`src/nff_pkg.sv`:
```
// Shared types, character codes and helper functions of the number field formatter.
package nff_pkg;

    localparam int FUNC_BITS  = 2;
    localparam int WIDTH_BITS = 7;
    localparam int CHAR_BITS  = 8;

    localparam logic [FUNC_BITS-1:0] FUNC_DEC  = 2'd0;
    localparam logic [FUNC_BITS-1:0] FUNC_HEX  = 2'd1;
    localparam logic [FUNC_BITS-1:0] FUNC_CHR  = 2'd2;
    localparam logic [FUNC_BITS-1:0] FUNC_NONE = 2'd3;

    localparam logic [CHAR_BITS-1:0] CH_SPACE = 8'h20;
    localparam logic [CHAR_BITS-1:0] CH_MINUS = 8'h2D;
    localparam logic [CHAR_BITS-1:0] CH_ZERO  = 8'h30;
    localparam logic [CHAR_BITS-1:0] CH_UPPER_A = 8'h41;

    typedef struct packed {
        logic load_dec;
        logic load_hex;
        logic dabble;
        logic shift;
    } t_dig_cmd;

    function automatic int num_digits(input int value_bits);
        int n_dec;
        int n_hex;
        n_dec = (value_bits * 30103) / 100000 + 1;
        n_hex = (value_bits + 3) / 4;
        return (n_dec > n_hex) ? n_dec : n_hex;
    endfunction

    function automatic logic [CHAR_BITS-1:0] hex_char(input logic [3:0] digit);
        logic [CHAR_BITS-1:0] res;
        if (digit < 4'd10) begin
            res = CH_ZERO + {4'h0, digit};
        end else begin
            res = CH_UPPER_A + {4'h0, digit - 4'd10};
        end
        return res;
    endfunction

endpackage

```
`src/nff_digits.sv`:
```
// Digit shift register: bit-serial binary to BCD conversion, hex load and digit shift-out.
module nff_digits #(
    parameter int VALUE_BITS = 32
) (
    input  logic                  i_clk,
    input  nff_pkg::t_dig_cmd     i_cmd,
    input  logic [VALUE_BITS-1:0] i_value,
    output logic [3:0]            o_top_digit
);

    localparam int NDIG  = nff_pkg::num_digits(VALUE_BITS);
    localparam int DIG_W = NDIG * 4;

    logic [VALUE_BITS-1:0] r_bin;
    logic [DIG_W-1:0]      r_dig;
    logic [DIG_W-1:0]      w_adj;
    logic [VALUE_BITS-1:0] w_mag;

    assign w_mag = i_value[VALUE_BITS-1] ? (~i_value + VALUE_BITS'(1)) : i_value;

    always_comb begin
        for (int k = 0; k < NDIG; k++) begin
            w_adj[k*4 +: 4] = (r_dig[k*4 +: 4] >= 4'd5) ? (r_dig[k*4 +: 4] + 4'd3)
                                                         : r_dig[k*4 +: 4];
        end
    end

    always_ff @(posedge i_clk) begin
        priority if (i_cmd.load_dec) begin
            r_bin <= w_mag;
            r_dig <= '0;
        end else if (i_cmd.load_hex) begin
            r_dig <= DIG_W'(i_value);
        end else if (i_cmd.dabble) begin
            r_dig <= {w_adj[DIG_W-2:0], r_bin[VALUE_BITS-1]};
            r_bin <= {r_bin[VALUE_BITS-2:0], 1'b0};
        end else if (i_cmd.shift) begin
            r_dig <= {r_dig[DIG_W-5:0], 4'h0};
        end else begin
            r_bin <= r_bin;
            r_dig <= r_dig;
        end
    end

    assign o_top_digit = r_dig[DIG_W-1 -: 4];

endmodule

```
`src/nff_seq.sv`:
```
// Sequencer: conversion control, leading-zero strip, padding and the output word register.
module nff_seq #(
    parameter int MAX_WIDTH  = 64,
    parameter int VALUE_BITS = 32
) (
    input  logic                                i_clk,
    input  logic                                i_rst_n,
    input  logic                                i_in_valid,
    output logic                                o_in_ready,
    input  logic [nff_pkg::FUNC_BITS-1:0]       i_func,
    input  logic                                i_sign,
    input  logic [nff_pkg::CHAR_BITS-1:0]       i_byte,
    input  logic [nff_pkg::WIDTH_BITS-1:0]      i_width,
    input  logic                                i_pad_zero,
    input  logic [3:0]                          i_top_digit,
    output nff_pkg::t_dig_cmd                   o_cmd,
    output logic                                o_out_valid,
    input  logic                                i_out_ready,
    output logic [nff_pkg::CHAR_BITS-1:0]       o_char_code,
    output logic                                o_last
);

    localparam int NDIG   = nff_pkg::num_digits(VALUE_BITS);
    localparam int NDIG_W = $clog2(NDIG + 1);
    localparam int CNT_W  = $clog2(VALUE_BITS + 1);
    localparam int WB     = nff_pkg::WIDTH_BITS;
    localparam int CB     = nff_pkg::CHAR_BITS;

    typedef enum logic [2:0] {
        S_IDLE,
        S_CONV,
        S_NORM,
        S_PAD,
        S_SIGN,
        S_DIG,
        S_CHR
    } t_state;

    t_state            r_state;
    logic [CNT_W-1:0]  r_cnt;
    logic [NDIG_W-1:0] r_ndig;
    logic [WB-1:0]     r_width;
    logic [WB-1:0]     r_pad;
    logic [CB-1:0]     r_pad_char;
    logic [CB-1:0]     r_byte;
    logic              r_neg;
    logic              r_is_chr;
    logic              r_out_valid;
    logic [CB-1:0]     r_char_code;
    logic              r_last;

    logic [WB-1:0]     w_sat;
    logic [WB-1:0]     w_len;
    logic              w_can;
    logic              w_take;
    logic              w_strip;
    logic              w_accept;

    assign w_sat    = (i_width > WB'(MAX_WIDTH)) ? WB'(MAX_WIDTH) : i_width;
    assign w_len    = WB'(r_ndig) + WB'(r_neg);
    assign w_can    = !r_out_valid || i_out_ready;
    assign w_strip  = (r_state == S_NORM) && (i_top_digit == 4'h0) && (r_ndig > NDIG_W'(1));
    assign w_accept = (r_state == S_IDLE) && i_in_valid;
    assign w_take   = w_can && (((r_state == S_PAD) && (r_pad != '0)) || (r_state == S_SIGN)
                                || (r_state == S_DIG) || (r_state == S_CHR));

    always_comb begin
        o_cmd.load_dec = w_accept && (i_func == nff_pkg::FUNC_DEC);
        o_cmd.load_hex = w_accept && (i_func == nff_pkg::FUNC_HEX);
        o_cmd.dabble   = (r_state == S_CONV);
        o_cmd.shift    = w_strip || ((r_state == S_DIG) && w_can);
    end

    always_ff @(posedge i_clk) begin
        if (!i_rst_n) begin
            r_state     <= S_IDLE;
            r_out_valid <= 1'b0;
        end else begin
            if (w_take) begin
                r_out_valid <= 1'b1;
            end else if (i_out_ready) begin
                r_out_valid <= 1'b0;
            end
            unique case (r_state)
                S_IDLE: begin
                    if (i_in_valid) begin
                        r_width    <= w_sat;
                        r_pad_char <= i_pad_zero ? nff_pkg::CH_ZERO : nff_pkg::CH_SPACE;
                        r_byte     <= i_byte;
                        r_neg      <= (i_func == nff_pkg::FUNC_DEC) && i_sign;
                        r_is_chr   <= (i_func == nff_pkg::FUNC_CHR);
                        unique case (i_func)
                            nff_pkg::FUNC_DEC: begin
                                r_cnt   <= CNT_W'(VALUE_BITS);
                                r_state <= S_CONV;
                            end
                            nff_pkg::FUNC_HEX: begin
                                r_ndig  <= NDIG_W'(NDIG);
                                r_state <= S_NORM;
                            end
                            nff_pkg::FUNC_CHR: begin
                                r_pad   <= (w_sat > WB'(1)) ? (w_sat - WB'(1)) : '0;
                                r_state <= S_PAD;
                            end
                            default: begin
                                r_state <= S_IDLE;
                            end
                        endcase
                    end
                end
                S_CONV: begin
                    r_cnt <= r_cnt - CNT_W'(1);
                    if (r_cnt == CNT_W'(1)) begin
                        r_ndig  <= NDIG_W'(NDIG);
                        r_state <= S_NORM;
                    end
                end
                S_NORM: begin
                    if (w_strip) begin
                        r_ndig <= r_ndig - NDIG_W'(1);
                    end else begin
                        r_pad   <= (r_width > w_len) ? (r_width - w_len) : '0;
                        r_state <= S_PAD;
                    end
                end
                S_PAD: begin
                    if (r_pad == '0) begin
                        r_state <= r_is_chr ? S_CHR : (r_neg ? S_SIGN : S_DIG);
                    end else if (w_take) begin
                        r_pad       <= r_pad - WB'(1);
                        r_char_code <= r_pad_char;
                        r_last      <= 1'b0;
                    end
                end
                S_SIGN: begin
                    if (w_take) begin
                        r_char_code <= nff_pkg::CH_MINUS;
                        r_last      <= 1'b0;
                        r_state     <= S_DIG;
                    end
                end
                S_DIG: begin
                    if (w_take) begin
                        r_char_code <= nff_pkg::hex_char(i_top_digit);
                        r_last      <= (r_ndig == NDIG_W'(1));
                        r_ndig      <= r_ndig - NDIG_W'(1);
                        if (r_ndig == NDIG_W'(1)) begin
                            r_state <= S_IDLE;
                        end
                    end
                end
                S_CHR: begin
                    if (w_take) begin
                        r_char_code <= r_byte;
                        r_last      <= 1'b1;
                        r_state     <= S_IDLE;
                    end
                end
                default: begin
                    r_state <= S_IDLE;
                end
            endcase
        end
    end

    assign o_in_ready  = (r_state == S_IDLE);
    assign o_out_valid = r_out_valid;
    assign o_char_code = r_char_code;
    assign o_last      = r_last;

endmodule

```
`src/number_field_formatter_unit.sv`:
```
// Top level of the number field formatter: digit register plus sequencer.
// After the accept cycle, decimal words run a bit-serial conversion over VALUE_BITS bits, strip up to
// D-1 leading zeros (D = digit register length, 10 at 32 bits), then emit pad, sign and digit
// characters; hex words skip the conversion; char words emit the pad characters and then the byte.
// Reset clears the sequencer and the output valid flag; no clearing pass is needed.
module number_field_formatter_unit #(
    parameter int MAX_WIDTH  = 64,
    parameter int VALUE_BITS = 32
) (
    input  logic                                  i_clk,
    input  logic                                  i_rst_n,
    input  logic                                  i_in_valid,
    output logic                                  o_in_ready,
    input  logic [nff_pkg::FUNC_BITS-1:0]         i_func,
    input  logic signed [VALUE_BITS-1:0]          i_value,
    input  logic [nff_pkg::WIDTH_BITS-1:0]        i_width,
    input  logic                                  i_pad_zero,
    output logic                                  o_out_valid,
    input  logic                                  i_out_ready,
    output logic [nff_pkg::CHAR_BITS-1:0]         o_char_code,
    output logic                                  o_last
);

    nff_pkg::t_dig_cmd w_cmd;
    logic [3:0]        w_top_digit;

    nff_digits #(
        .VALUE_BITS(VALUE_BITS)
    ) u_digits (
        .i_clk      (i_clk),
        .i_cmd      (w_cmd),
        .i_value    (i_value),
        .o_top_digit(w_top_digit)
    );

    nff_seq #(
        .MAX_WIDTH (MAX_WIDTH),
        .VALUE_BITS(VALUE_BITS)
    ) u_seq (
        .i_clk      (i_clk),
        .i_rst_n    (i_rst_n),
        .i_in_valid (i_in_valid),
        .o_in_ready (o_in_ready),
        .i_func     (i_func),
        .i_sign     (i_value[VALUE_BITS-1]),
        .i_byte     (i_value[7:0]),
        .i_width    (i_width),
        .i_pad_zero (i_pad_zero),
        .i_top_digit(w_top_digit),
        .o_cmd      (w_cmd),
        .o_out_valid(o_out_valid),
        .i_out_ready(i_out_ready),
        .o_char_code(o_char_code),
        .o_last     (o_last)
    );

endmodule

```
`config.mk`:
```
export PLATFORM = sky130hd
export DESIGN_NAME = number_field_formatter_unit
export DESIGN_NICKNAME = d
export VERILOG_FILES = /design/src/nff_pkg.sv /design/src/nff_digits.sv /design/src/nff_seq.sv /design/src/number_field_formatter_unit.sv
export SDC_FILE = /design/constraint.sdc
export NUM_CORES = 1
export LEC_CHECK = 0
export BUFFER_PORTS_ARGS = -buffer_cell sky130_fd_sc_hd__buf_2
export CORE_MARGIN = 2
export CORE_UTILIZATION = 53
export DETAILED_ROUTE_END_ITERATION = 12
export PLACE_DENSITY = 0.75
export SLEW_MARGIN = 30
export SYNTH_ARGS = -nofsm -noshare
export SYNTH_HDL_FRONTEND = slang
export SYNTH_SLANG_ARGS = --single-unit
```
`constraint.sdc`:
```
create_clock -name i_clk -period 7.76 [get_ports i_clk]
set_clock_uncertainty 0.05 [all_clocks]
set_input_delay 0.776 -clock i_clk [delete_from_list [all_inputs] [get_ports i_clk]]
set_output_delay 0.776 -clock i_clk [all_outputs]
set_load 0.01 [all_outputs]
```
# --- Word-level counts from Yosys, hierarchy flattened ---
# Cells that the tools add are included.
# W data, S select, Z words.
totals:
  ff_bits: 127
  in_bits: 46
  output_inout_bits: 11
  word_cells: 175
classes:
  addsub: 20
  magnitude_cmp: 15
  eq_ne: 25
  mux: 62
  n_bitwise: 1
  reduce_logical: 37
op_table:
  columns: ["operator", "n"]
  rows:
  - ["$mux W32", 5]
  - ["$mux W40", 2]
  - ["$mux W4", 14]
  - ["$mux W7", 8]
  - ["$mux W8", 6]
  - ["$ge A4 B3 Y1 const B", 10]
  - ["$add A4 B2 Y4 const B", 9]
  - ["$add A32 B1 Y32 const B", 1]
  - ["$not A32 Y32", 1]
  - ["$pmux W8 S4", 1]
  - ["$mux W3", 10]
  - ["$pmux W3 S7", 1]
  - ["$pmux W7 S3", 1]
  - ["$reduce_and A7 Y1", 3]
  - ["$ne A2 B1 Y1 const B", 10]
  - ["$pmux W4 S4", 1]
  - ["$sub A7 B1 Y7 const B", 2]
  - ["$mux W6", 2]
  - ["$pmux W6 S2", 1]
  - ["$ne A2 B2 Y1 const B", 5]
  - ["$eq A3 B3 Y1 const B", 3]
  - ["$logic_and A1 B1 Y1", 9]
  - ["$add A7 B4 Y8 const A", 1]
  - ["$reduce_and A8 Y1", 1]
  - ["other kinds (37)", 53]

# --- Longest topological paths before layout ---
logic_depth:
  word_depth: 9
  ltp_mapped: 9
  mapped_depth_nobuf: 9

# --- Hierarchy ---
# A second synthesis with hierarchy kept.
unflattened:
  hier_cells: 866
  hier_area_um2: 7981.4
by_module_without_submodules:
  columns: ["module", "instances", "cells_per_inst", "area_each_um2", "seq_area_each_um2"]
  rows:
  - ["nff_digits", 1, 573, 4988.5, 1761.7]
  - ["nff_seq", 1, 293, 2992.9, 1401.3]

# --- Worst setup path before layout ---
# No wires, ideal clock.
synth_timing:
  path_type: "input port to flip-flop"
  startpoint: "input i_func[0] (netlist bit)"
  endpoint: "register u_digits.r_bin[0] (enable)"
  setup_ns: 0.479
  t_arrival_ns: 2.307
  setup_slack_ns: 4.925
  cell_stages: 6
  cell_sequence: "inv_1 ha_1 nand2_1 clkbuf_1 clkbuf_1 nand2_1"
synth_via:
  elab_chain_len: 4
  word_cells_on_any_way: 7
  classes_between: "eq/ne (2); reduce/logical (5)"
synth_rtl:
  columns: ["element", "line", "text"]
  rows:
  - ["start: declaration", "number_field_formatter_unit.sv:14", "input logic [nff_pkg::FUNC_BITS-1:0] i_func,"]
  - ["$eq A2 B1 Y1 or $logic_not A2 Y1 (tied branches)", "nff_seq.sv:69, nff_seq.sv:68", null]
  - ["$logic_and A1 B1 Y1, on equally long branches", "nff_seq.sv:69, nff_seq.sv:68", null]
  - ["$ne A2 B1 Y1 (no source line) or $reduce_bool A2 Y1 (tied branches)", null, null]
  - ["$reduce_and A2 Y1 (no source line) *", null, null]
  - ["end signal: assignment", "nff_digits.sv:30", "r_bin <= w_mag;"]
  - ["end signal: assignment", "nff_digits.sv:36", "r_bin <= {r_bin[VALUE_BITS-2:0], 1'b0};"]
  - ["end signal: assignment", "nff_digits.sv:40", "r_bin <= r_bin;"]
  - ["end: declaration", "nff_digits.sv:14", "logic [VALUE_BITS-1:0] r_bin;"]
# Mark *: on every way between the ends. The rest lies on a longest branch, timed or not.
# A chain may end at the register's enable or synchronous reset.

# --- Worst setup path in the final report ---
layout_timing:
  startpoint: "register u_seq.r_state[0]"
  endpoint: "register u_digits.r_dig[11]"
layout_via:
  elab_chain_len: 5
  word_cells_on_any_way: 14
  classes_between: "eq/ne (3); mux (2); reduce/logical (9)"
layout_rtl:
  columns: ["element", "line", "text"]
  rows:
  - ["start: declaration", "nff_seq.sv:39", "t_state r_state;"]
  - ["start signal: assignment", "nff_seq.sv:128", "r_state <= r_is_chr ? S_CHR : (r_neg ? S_SIGN : S_DIG);"]
  - ["$eq A3 B2 Y1", "nff_seq.sv:62", "assign w_strip = (r_state == S_NORM) && (i_top_digit == 4'h0) && (r_ndig > NDIG_W'(1));"]
  - ["$logic_and A1 B1 Y1 (2 in series)", "nff_seq.sv:62", null]
  - ["$logic_or A1 B1 Y1", "nff_seq.sv:71", "o_cmd.shift = w_strip || ((r_state == S_DIG) && w_can);"]
  - ["$reduce_bool A3 Y1 (no source line)", null, null]
  - ["end signal: assignment", "nff_digits.sv:35", "r_dig <= {w_adj[DIG_W-2:0], r_bin[VALUE_BITS-1]};"]
  - ["end signal: assignment", "nff_digits.sv:38", "r_dig <= {r_dig[DIG_W-5:0], 4'h0};"]
  - ["end signal: assignment", "nff_digits.sv:41", "r_dig <= r_dig;"]
  - ["end: declaration", "nff_digits.sv:15", "logic [DIG_W-1:0] r_dig;"]
# Parallel ways exist; a longest one is shown, timed or not.

==> results.json <==
{
  "ys_ff_latch": 120,
  "route.met3.wl_um": 1090,
  "period_share": 0.426,
  "slowest_delay_ps": 920,
  "rsz0062_at_grt": "false",
  "grt_max_degree": 80,
  "ys_async_sr_fraction": 0,
  "post_cts_buffers": 0,
  "status": "completed",
  "wl_met2_um": 8890,
  "cts-resized-gates": 0,
  "period_needed_ps": 3300,
  "peakVddDrop_uv": 216,
  "synthFlopType": "edfxtp_1",
  "grt_pass1_wl_um": 32100,
  "globalRouteOverflowTotal": 0,
  "dp_hpwl_um": 13200,
  "maxCapViolations": 0,
  "hold_buffers": 0,
  "num_vias": 6889,
  "yosysTopAreaCell": "edfxtp_1",
  "die_w_um": 127,
  "p_int_mw": 1.92,
  "finalSetupViolations": 0,
  "drive_gt1_frac": 0.112,
  "core_area_um2": 14600,
  "finalSetupTns_ps": 0,
  "synthTopCellsByCount": "110 x nand2_1, 91 x o21ai_0, 76 x edfxtp_1",
  "clock_power_share": 0.237,
  "hold_ws_ps": 461,
  "cts_buffer_depth": 2,
  "comb_power_share": 0.403,
  "crit_slowest_cell": "dfxtp_1",
  "crit_fanout": 33,
  "initial_utilization": 0.546,
  "placed_cell_area_um2": 8330,
  "cts_root_buf": "clkbuf_16",
  "clock_latency_ps": 430,
  "synthesis.nets": 996,
  "netlist_area_um2": 8000,
  "worst_pin_slew_ps": 934,
  "io_pins": 57,
  "clock.fmax_mhz": 303,
  "path_delay_family": "simple AND/OR/NAND/NOR gates",
  "grtUsageTotal": 0.249,
  "die_h_um": 127,
  "wl_met1_um": 9100,
  "path_class": "reg2reg",
  "layout_setup_ws_ps": 4460,
  "port_buffers": 56,
  "fin_util": 0.607,
  "netlist_instances": 906,
  "powerDensity_nw_per_um2": 360,
  "drc": 0,
  "yosysUniqueCellTypes": 66,
  "worstPathCellList": "nor3b_4 > buf_4 > a31oi_1 > nand2_1 > nor2_1 > a221o_1",
  "sequentialPowerShare": 0.360,
  "cts.htree.levels": 4,
  "fin_cells": 1131,
  "clk_pin_slew_ps": 60,
  "placed_cells": 1099,
  "gp_congestion": 0.932,
  "syn_area_per_cell_um2": 8.83,
  "post-place-ws_ps": 4500,
  "rows": 44,
  "crit_path_start_kind": "flip-flop",
  "path_buf_inv": 1,
  "cts_tree": "built",
  "ys_seq_area_frac": 0.395,
  "syn2layout_area_growth_pct": 11.1,
  "ys_top_cells_by_area": "edfxtp_1 29%, dfxtp_1 11%, ha_1 6.7%, o21ai_0 5.7%, nand2_1 5.2%",
  "synth.most_common_cell": "nand2_1",
  "highest_layer": "met4",
  "post_drt_via_cell_ratio": 6.09,
  "drv_slew": 0,
  "final_area_um2": 8890,
  "first_pass_iters": 6,
  "power.switching_mw": 1.28,
  "antenna_found_initial": 0,
  "power.total_mw": 3.20,
  "die_area_um2": 16100,
  "cp-end-kind": "flip-flop",
  "wl_um": 19600,
  "sw_frac_of_total": 0.399,
  "worstHoldPathType": "reg2reg",
  "n_antenna_cell": 0,
  "numCtsBuffers": 17,
  "synth_edf_count": 76,
  "worst-endpoint-arrival_ps": 3560,
  "slew_headroom": 0.377,
  "final_nets": 1024,
  "wl_per_cell_um": 17.3,
  "p_leak_nw": 3.42,
  "n_fill_cell": 1264,
  "cts_sinks": 120,
  "drt_iter0_markers": 785,
  "finalHoldViolations": 0,
  "grt_pass1_vias": 6326,
  "yosys_warnings": 0,
  "worstPathRequired_ps": 8020,
  "synth_top_area_frac": 0.285,
  "ant_nets": 0
}
-- power by group through the flow --
stage,combinational (mW),sequential [mW],clock (mW)
finish,1.29,1.15,0.759
global route,1.46,1.18,0.791
CTS,1.29,1.15,0.764
detailed placement,1.27,1.16,0
global placement,1.25,1.15,0
floorplan,1.09,1.05,0
-- cells by family after synthesis --
group,share of synthesized area
flip-flops,0.395
adder cells (fa/ha/maj),0.0697
AO/OA/AOI/OAI,0.203
AND/OR/NAND/NOR,0.210
multiplexers,0.0109
XOR/XNOR,0.0591
buffers and inverters,0.0519
-- worst register-to-register path, cell delays in order (launching register included) --
cell	delay (ps)
dfxtp_1	920
nor3b_4	300
buf_4	370
a31oi_1	100
nand2_1	710
nor2_1	330
a221o_1	400
-- final timing paths --
path / from / endpoint / slack [ps] / depth (start not counted)
worst min register to register: u_digits.r_bin[30]$_DFFE_PP_ / u_digits.r_bin[31]$_DFFE_PP_ / 460 / 2
worst max register to register: u_seq.r_state[0]$_SDFFE_PN0P_ / u_digits.r_dig[11]$_SDFFE_PP0P_ / 4460 / 6
worst max-delay path: u_seq.r_state[0]$_SDFFE_PN0P_ / u_digits.r_dig[11]$_SDFFE_PP0P_ / 4460 / 6
worst min-delay path: u_digits.r_bin[30]$_DFFE_PP_ / u_digits.r_bin[31]$_DFFE_PP_ / 460 / 2
-- cell type report --
cell class              instances  area [um2]  area share
clock buffers                  22         454      0.0511
clock inverters                10         105      0.0118
inverters                      48         180      0.0203
multi-input cells             685        4440       0.499
flip-flops and latches        120        3160       0.356
well taps                     184         230      0.0259
repair buffers                 62         325      0.0366
-- layer usage --
metal  track usage  up-vias
li1              -     3364
met1         0.343     3260
met2         0.390      226
met3        0.0477       39
met4        0.0970        0
met5             0        -
-- cell usage in the layout (no fill, tap or decap), types with 17 or more instances in the layout --
cell | Yosys | routed
a21oi_1 | 50 | 50
buf_2 | 17 | 56
clkbuf_16 | 0 | 17
dfxtp_1 | 44 | 44
edfxtp_1 | 76 | 76
ha_1 | 43 | 43
inv_1 | 47 | 47
nand2_1 | 110 | 108
nand2b_1 | 18 | 18
nand3_1 | 31 | 31
nor2_1 | 42 | 42
nor3_1 | 39 | 39
o21ai_0 | 91 | 91
xor2_1 | 39 | 39
-- state kept, by name (all words and copies together), names as in the netlist --
register / count
u_seq.r_state: 3
u_seq.r_byte: 8
u_seq.o_char_code: 8
u_seq.o_last: 1
u_seq.r_width: 7
u_seq.r_pad: 7
u_seq.o_out_valid: 1
u_digits.r_dig: 40
u_seq.r_cnt: 6
u_digits.r_bin: 32
u_seq.r_ndig: 4
u_seq.r_neg: 1
u_seq.r_is_chr: 1
u_seq.r_pad_char: 1
(Power assumes the default switching activity.)
